`src/rtl/core/rth_pkg.sv`:
```
package rth_pkg;

  // Channel and result field widths
  localparam int CH_W    = 8;
  localparam int HUE_W   = 16;
  localparam int SAT_W   = 16;
  localparam int LIGHT_W = 9;

  // Default number of fraction bits in the hue and saturation quotients
  localparam int FRACTION_BITS_DEF = 16;

  // Hue divisor is 6*d with d up to 255: 1530 fits in 11 bits
  localparam int HDEN_W = 11;
  // Saturation divisor is s or 510-s, at most 255 wherever it is used
  localparam int SDEN_W = 8;

endpackage

```
`src/rtl/core/rgb_to_hsl_converter.sv`:
```
// RGB to HSL converter. Accepts one 8-bit RGB pixel per clock whenever busy is
// low (busy is high only while rst is high) and returns hue, saturation and the
// lightness sum mx+mn, marked by a one-cycle done strobe. The two restoring
// dividers, hue and saturation side by side, produce one quotient bit per
// pipeline stage. The results are not held: the receiver must take each word
// in the cycle done is high.
module rgb_to_hsl_converter #(
  parameter int FRACTION_BITS = rth_pkg::FRACTION_BITS_DEF
) (
  input  logic                        clk,
  input  logic                        rst,
  input  logic                        start,
  output logic                        busy,
  input  logic [rth_pkg::CH_W-1:0]    red,
  input  logic [rth_pkg::CH_W-1:0]    green,
  input  logic [rth_pkg::CH_W-1:0]    blue,
  output logic                        done,
  output logic [rth_pkg::HUE_W-1:0]   hue,
  output logic [rth_pkg::SAT_W-1:0]   saturation,
  output logic [rth_pkg::LIGHT_W-1:0] lightness_sum
);
  import rth_pkg::*;

  localparam int LAT = FRACTION_BITS + 3;
  localparam logic [FRACTION_BITS-1:0] FULL = {FRACTION_BITS{1'b1}};

  typedef enum logic [1:0] {SEL_RED, SEL_GREEN, SEL_BLUE} max_sel_t;

  logic accept;

  assign busy   = rst;
  assign accept = start && !busy;

  // ---------------------------------------------------------------- stage A
  logic               a_valid;
  logic [CH_W-1:0]    a_r, a_g, a_b, a_mx, a_mn;
  max_sel_t           a_sel;
  logic [CH_W-1:0]    mx_next, mn_next;
  max_sel_t           sel_next;

  always_comb begin
    // red wins ties, then green
    if (red >= green && red >= blue) begin
      sel_next = SEL_RED;
      mx_next  = red;
    end else if (green >= blue) begin
      sel_next = SEL_GREEN;
      mx_next  = green;
    end else begin
      sel_next = SEL_BLUE;
      mx_next  = blue;
    end
    mn_next = red;
    if (green < mn_next) mn_next = green;
    if (blue < mn_next) mn_next = blue;
  end

  always_ff @(posedge clk) begin
    if (rst) begin
      a_valid <= 1'b0;
    end else begin
      a_valid <= accept;
    end
    a_r   <= red;
    a_g   <= green;
    a_b   <= blue;
    a_mx  <= mx_next;
    a_mn  <= mn_next;
    a_sel <= sel_next;
  end

  // ---------------------------------------------------------------- stage B
  // Index 0 of the divider arrays is stage B; index k holds k quotient bits.
  logic                     dv_valid [0:FRACTION_BITS];
  logic [HDEN_W-1:0]        hrem     [0:FRACTION_BITS];
  logic [HDEN_W-1:0]        hden     [0:FRACTION_BITS];
  logic [SDEN_W-1:0]        srem     [0:FRACTION_BITS];
  logic [SDEN_W-1:0]        sden     [0:FRACTION_BITS];
  logic [FRACTION_BITS-1:0] hq       [0:FRACTION_BITS];
  logic [FRACTION_BITS-1:0] sq       [0:FRACTION_BITS];
  logic [LIGHT_W-1:0]       lsum     [0:FRACTION_BITS];
  logic                     grey     [0:FRACTION_BITS];
  logic                     full     [0:FRACTION_BITS];

  logic [CH_W-1:0]    d;
  logic [LIGHT_W-1:0] s;
  logic [HDEN_W-1:0]  rx, gx, bx, dx, d6, n6;
  logic [SDEN_W-1:0]  sden_next;

  always_comb begin
    d  = a_mx - a_mn;
    s  = LIGHT_W'(a_mx) + LIGHT_W'(a_mn);
    rx = HDEN_W'(a_r);
    gx = HDEN_W'(a_g);
    bx = HDEN_W'(a_b);
    dx = HDEN_W'(d);
    d6 = (dx << 2) + (dx << 1);
    // n6 = H6 * d, below 6d whenever d is nonzero; intermediate wrap cancels out
    case (a_sel)
      SEL_RED:   n6 = (a_g >= a_b) ? gx - bx : d6 - (bx - gx);
      SEL_GREEN: n6 = (dx << 1) + bx - rx;
      SEL_BLUE:  n6 = (dx << 2) + rx - gx;
      default:   n6 = (dx << 2) + rx - gx;
    endcase
    if (s < LIGHT_W'(255)) begin
      sden_next = s[SDEN_W-1:0];
    end else begin
      sden_next = SDEN_W'(LIGHT_W'(510) - s);
    end
  end

  always_ff @(posedge clk) begin
    if (rst) begin
      dv_valid[0] <= 1'b0;
    end else begin
      dv_valid[0] <= a_valid;
    end
    hrem[0] <= n6;
    hden[0] <= d6;
    srem[0] <= d;
    sden[0] <= sden_next;
    hq[0]   <= '0;
    sq[0]   <= '0;
    lsum[0] <= s;
    grey[0] <= (d == '0);
    // ratio of exactly one clamps to all ones
    full[0] <= (d == sden_next);
  end

  // ------------------------------------------------------- divider stages
  for (genvar k = 1; k <= FRACTION_BITS; k++) begin : g_div
    logic [HDEN_W:0] h2;
    logic [SDEN_W:0] s2;
    logic            hge, sge;

    always_comb begin
      h2  = {hrem[k-1], 1'b0};
      s2  = {srem[k-1], 1'b0};
      hge = h2 >= {1'b0, hden[k-1]};
      sge = s2 >= {1'b0, sden[k-1]};
    end

    always_ff @(posedge clk) begin
      if (rst) begin
        dv_valid[k] <= 1'b0;
      end else begin
        dv_valid[k] <= dv_valid[k-1];
      end
      hrem[k] <= hge ? HDEN_W'(h2 - {1'b0, hden[k-1]}) : h2[HDEN_W-1:0];
      srem[k] <= sge ? SDEN_W'(s2 - {1'b0, sden[k-1]}) : s2[SDEN_W-1:0];
      hq[k]   <= {hq[k-1][FRACTION_BITS-2:0], hge};
      sq[k]   <= {sq[k-1][FRACTION_BITS-2:0], sge};
      hden[k] <= hden[k-1];
      sden[k] <= sden[k-1];
      lsum[k] <= lsum[k-1];
      grey[k] <= grey[k-1];
      full[k] <= full[k-1];
    end
  end

  // ---------------------------------------------------------- output word
  always_ff @(posedge clk) begin
    if (rst) begin
      done <= 1'b0;
    end else begin
      done <= dv_valid[FRACTION_BITS];
    end
    lightness_sum <= lsum[FRACTION_BITS];
    if (grey[FRACTION_BITS]) begin
      hue        <= '0;
      saturation <= '0;
    end else begin
      hue        <= HUE_W'(hq[FRACTION_BITS]);
      saturation <= full[FRACTION_BITS] ? SAT_W'(FULL) : SAT_W'(sq[FRACTION_BITS]);
    end
  end

  // ----------------------------------------------------------- assertions
  a_done_from_accept: assert property (@(posedge clk) disable iff (rst)
    done |-> $past(accept, LAT))
    else $error("result word without an accepted pixel");

  a_grey_zero: assert property (@(posedge clk) disable iff (rst)
    done && (lightness_sum == LIGHT_W'(0) || lightness_sum == LIGHT_W'(510))
      |-> hue == '0 && saturation == '0)
    else $error("black or white pixel with nonzero hue or saturation");

  a_sum_range: assert property (@(posedge clk) disable iff (rst)
    done |-> lightness_sum <= LIGHT_W'(510))
    else $error("lightness sum out of range");

endmodule

```
`config.mk`:
```
export PLATFORM = sky130hd
export DESIGN_NAME = rgb_to_hsl_converter
export DESIGN_NICKNAME = d
export VERILOG_FILES = /design/src/rtl/core/rth_pkg.sv /design/src/rtl/core/rgb_to_hsl_converter.sv
export SDC_FILE = /design/constraint.sdc
export NUM_CORES = 2
export LEC_CHECK = 0
export CELL_PAD_IN_SITES_DETAIL_PLACEMENT = 1
export CELL_PAD_IN_SITES_GLOBAL_PLACEMENT = 2
export CORE_MARGIN = 1.5
export CORE_UTILIZATION = 40
export CTS_BUF_LIST = sky130_fd_sc_hd__clkbuf_4
export CTS_CLUSTER_SIZE = 10
export DETAILED_ROUTE_END_ITERATION = 8
export DONT_BUFFER_PORTS = 1
export GPL_TIMING_DRIVEN = 0
export PLACE_DENSITY = 0.82
export REMOVE_ABC_BUFFERS = 1
export SLEW_MARGIN = 20
export SYNTH_ARGS = -nofsm -noshare
export SYNTH_HDL_FRONTEND = slang
export SYNTH_SLANG_ARGS = --single-unit
```
`constraint.sdc`:
```
create_clock -name clk -period 4.1 [get_ports clk]
set_input_delay 0.205 -clock clk [delete_from_list [all_inputs] [get_ports clk]]
set_output_delay 0.205 -clock clk [all_outputs]
set_load 0.1 [all_outputs]
```
==> results.txt <==
- Run status: finished with violations
- The checks that failed: setup timing.
* Count of TritonRoute iterations in the first routing pass: 5
- The detailed router finished its first iteration with 741 violations.
- STA classifies the critical path endpoint as a flip-flop.
* Clock tree root driver cell: sky130_fd_sc_hd__clkbuf_4
- Yosys mapped a number of flops with a built-in enable equal to 0.
- Critical path required time: 5.09 ns
* Chip height: 325.5 µm
- Count of input and output buffers: 0
* Final hold violations: 0
- Aggregate routed wire length: 83350 µm
- Timing would allow up to 0.2365 GHz.
* Site row count: 118
- DIE AREA: 0.1060 mm²
* Number of instances in the synthesized netlist: 3884
* Worst clock skew on the final layout: 0.09609 ns
- Before CTS, the worst setup slack after placement is -1.404 ns.
* Met2 Use GR: 27.14%
- The number of antenna violations at the first check in global routing came to 2.
- Area share of the largest cell type after synthesis: 53.16%
- Clock tree synthesis found a total of 1105 sinks.
- Area fraction in and, or, nand and nor cells after synthesis: 9.429%
* Unrepaired setup endpoints after global routing: yes
* Largest net degree at the start of global routing: 33
- The share of the Yosys chip area taken by registers is 53.16%.
- Setup violations remaining at the end of the flow were counted as 3.
- In this run, distinct cell masters in the synthesized netlist total 72.
* Global-route wire length before repair: 140200 µm
- Leftover overflow at the end of global routing: 0
* Area of the core region: 0.1033 mm²
- Async set-or-reset flop fraction in the synthesized netlist: 0%
* Slew of the pin with the lowest slew margin: 1.011 ns
* Via count normalized by instance count: 4.652
* Global routing usage summed across all routing layers: 16.00%
* Fraction of the mapped netlist area in compound gates: 9.733%
- The library cell used most frequently in the layout, excluding fill and tap cells, is sky130_fd_sc_hd__dfxtp_1.
- In this run, placement finished with an instance count of 5216.
- Number of DRC violations after detailed routing: 0
* Via count of the first global-routing pass: 29450
* Main combinational cell family by area after synthesis: adder cells
- Startpoint of the tightest hold check path: hq[10][7]
- Dividing the detail-routed wire length by the instance count gives 14.38 µm.
- Max_slew headroom: 32.36%
* Global-route track usage on met3: 3.812%
- Post-synthesis share of cell area spent on xor and xnor gates: 4.660%
* Busiest layer in global routing: met2
- The biggest area contributor in the post-synthesis netlist is sky130_fd_sc_hd__dfxtp_1.
* Die Width: 325.5 µm
* Register-to-register setup slack: -0.13 ns
- For the finished layout, the period the worst path requires is 4.229 ns.
- After layout, the worst setup slack is -0.1292 ns.
* Origin of the worst setup path: a_mx[0]
* Final clock period utilization by the worst path: 103.2%
- Vias: 26960
* Commonest register cell after synthesis: sky130_fd_sc_hd__dfxtp_1
* Capture instance of the worst register-to-register path: hrem[0][10]
- STA classifies the critical path startpoint as a flip-flop.
* Crit path DAT: 5.22 ns
- Synth area leaders: sky130_fd_sc_hd__dfxtp_1, sky130_fd_sc_hd__ha_1, sky130_fd_sc_hd__inv_1
- Mux share of post-synthesis cell area: 4.131%
- Fraction of final layout cells with drive strength greater than 1: 15.30%
- Warnings, synthesis: 0
- Final cell utilization of the core: 46.45%
- Placed standard-cell area: 0.04318 mm²
* Final GP Congestion: 0.7971
- Counting flops and latches in the post-synthesis netlist gives 1105.
- TritonCTS clock tree: done
- For this run, global-route usage on met1 was measured as 19.55%.
- Mapped Avg Cell Area: 10.71 µm²
- Depth of the most critical reg-to-reg path: 22
- Reg-to-reg critical path startpoint: a_mx[0]
- Netlist area before placement: 0.04161 mm²
- The tightest min-delay check is of the reg -> reg type.
* Count of final max-slew check failures: 0
- Of the total synthesized cell area, the portion taken by full adders, half adders and majority gates is 14.06%.
- Final Instance Area: 0.04800 mm²
- Clk slew on worst S/H paths: 0.07 ns
* Critical path start-end classification: reg -> reg
- Nets: 4699
- Detail Route Antenna Nets: 0
- The H-tree was split into 5 levels.
- Number of buffers on the longest clock path: 4
- Total clock buffers created by CTS: 302
- From synthesis to final layout, the design area changed by 15.36%.
- Final Non-Filler Cells: 5795
- Starting utilization of the core area: 40.27%
- At the later pin of the worst-skew pair, clock insertion delay measures 1.11 ns.
* Top library cells by usage in the layout, fill and taps aside: sky130_fd_sc_hd__dfxtp_1, sky130_fd_sc_hd__inv_1, sky130_fd_sc_hd__clkbuf_4
- In this run the worst path has a maximum fanout of 3.
* CP Capture Point: hrem[0][10]
* I/O pin cnt: 70
* Sum of net half-perimeters after detailed placement: 60330 µm
- Reported max-cap violation count: 0
==> worst max-delay path, stage by stage (launching register included) <==
cell	delay (ns)
sky130_fd_sc_hd__dfxtp_2	0.33
sky130_fd_sc_hd__inv_2	0.06
sky130_fd_sc_hd__ha_4	0.16
sky130_fd_sc_hd__inv_2	0.04
sky130_fd_sc_hd__fa_2	0.38
sky130_fd_sc_hd__buf_6	0.15
sky130_fd_sc_hd__xor2_4	0.16
sky130_fd_sc_hd__buf_6	0.14
sky130_fd_sc_hd__buf_12	0.12
sky130_fd_sc_hd__ha_4	0.22
sky130_fd_sc_hd__nor2b_4	0.12
sky130_fd_sc_hd__o21ai_2	0.18
sky130_fd_sc_hd__nand2_2	0.12
sky130_fd_sc_hd__xnor2_2	0.16
sky130_fd_sc_hd__xnor2_2	0.26
sky130_fd_sc_hd__ha_2	0.34
sky130_fd_sc_hd__or2_4	0.26
sky130_fd_sc_hd__a21oi_2	0.13
sky130_fd_sc_hd__a21oi_2	0.07
sky130_fd_sc_hd__a31oi_2	0.19
sky130_fd_sc_hd__xor2_1	0.18
sky130_fd_sc_hd__a21oi_1	0.09
sky130_fd_sc_hd__a211o_1	0.28
==> synthesized netlist by cell type (48+ instances only) <==
library cell	count
sky130_fd_sc_hd__mux2i_1	48
sky130_fd_sc_hd__nor2_1	261
sky130_fd_sc_hd__ha_1	386
sky130_fd_sc_hd__a21boi_0	50
sky130_fd_sc_hd__o21ai_0	184
sky130_fd_sc_hd__mux2_2	110
sky130_fd_sc_hd__nand2b_1	67
sky130_fd_sc_hd__xnor2_1	157
sky130_fd_sc_hd__nor3_1	50
sky130_fd_sc_hd__fa_1	51
sky130_fd_sc_hd__dfxtp_1	1105
sky130_fd_sc_hd__a21o_1	81
sky130_fd_sc_hd__nor2b_1	126
sky130_fd_sc_hd__nand2_1	114
sky130_fd_sc_hd__xor2_1	60
sky130_fd_sc_hd__inv_1	477
sky130_fd_sc_hd__a21oi_1	185
==> per-stage QoR <==
stage | setup TNS (ns) | hold slack, ns
after floorplan | -0.03380 | 0.2327
after CTS | 0 | 0.08753
after detailed placement | -6.416 | 0.2329
after global placement | -6.268 | 0.2328
after global routing | -0.6544 | 0.2055
final | -0.2471 | 0.2963
==> registers in the layout (all words and copies together) (netlist names), 2 cells and up <==
signal and count:
a_r 8, hrem 161, lsum 137, a_g 8, a_mn 8, hden 156
dv_valid 17, a_sel 2, sden 116, a_b 8, hue 16, grey 17
a_mx 8, srem 127, lightness_sum 9, saturation 16, sq 136, hq 136
full 17
==> worst min-delay path by stage <==
stage           endpoint  slack (ns)  cells past startpoint
3_3_place_gp      a_g[0]        0.23                      0
5_1_grt           a_g[0]        0.21                      2
6_report       hq[11][8]        0.30                      0
3_5_place_dp      a_g[0]        0.23                      0
2_1_floorplan     a_b[0]        0.23                      0
4_1_cts           a_g[0]        0.09                      2
==> timing repair <==
item                       in CTS  in global routing
hold endpoints to repair       61                  0
setup endpoints to repair       7                  6
pin swaps                      23                 31
buffers inserted               26                  8
hold buffers                   62                  0
gates resized for setup        48                 33
==> layout make-up <==
cell class                 instances  area (µm²)
tap                             1380        1727
timing repair buffer              98       922.1
clock inverter                    73       430.4
sequential                      1105       22130
fill                           11490       55340
clock buffer                     409        3070
inverter                         481        1808
multi-input combinational       2247       17910
antenna                            2       5.005
==> layer usage <==
layer / up-vias / wire length (µm)
met1: 12730 / 38800
met4: 0 / 1668
met5: - / 0
met2: 350 / 39940
met3: 141 / 2942
li1: 13740 / -
==> cells by family (layout without fill, tap and decap cells) <==
| kind of cell | count (synthesis) | in the layout |
|---|---|---|
| other | 0 | 2 |
| AOI/OAI and AO/OA | 653 | 653 |
| and+or+nand+nor | 780 | 780 |
| xor gates and xnor gates | 219 | 219 |
| muxes | 158 | 158 |
| buffers and inverters | 532 | 1061 |
| adders and majority gates | 437 | 437 |
| DFF | 1105 | 1105 |
Power is not shown: default switching activity piles up to over one toggle a cycle in this logic, so the estimate is an artifact.
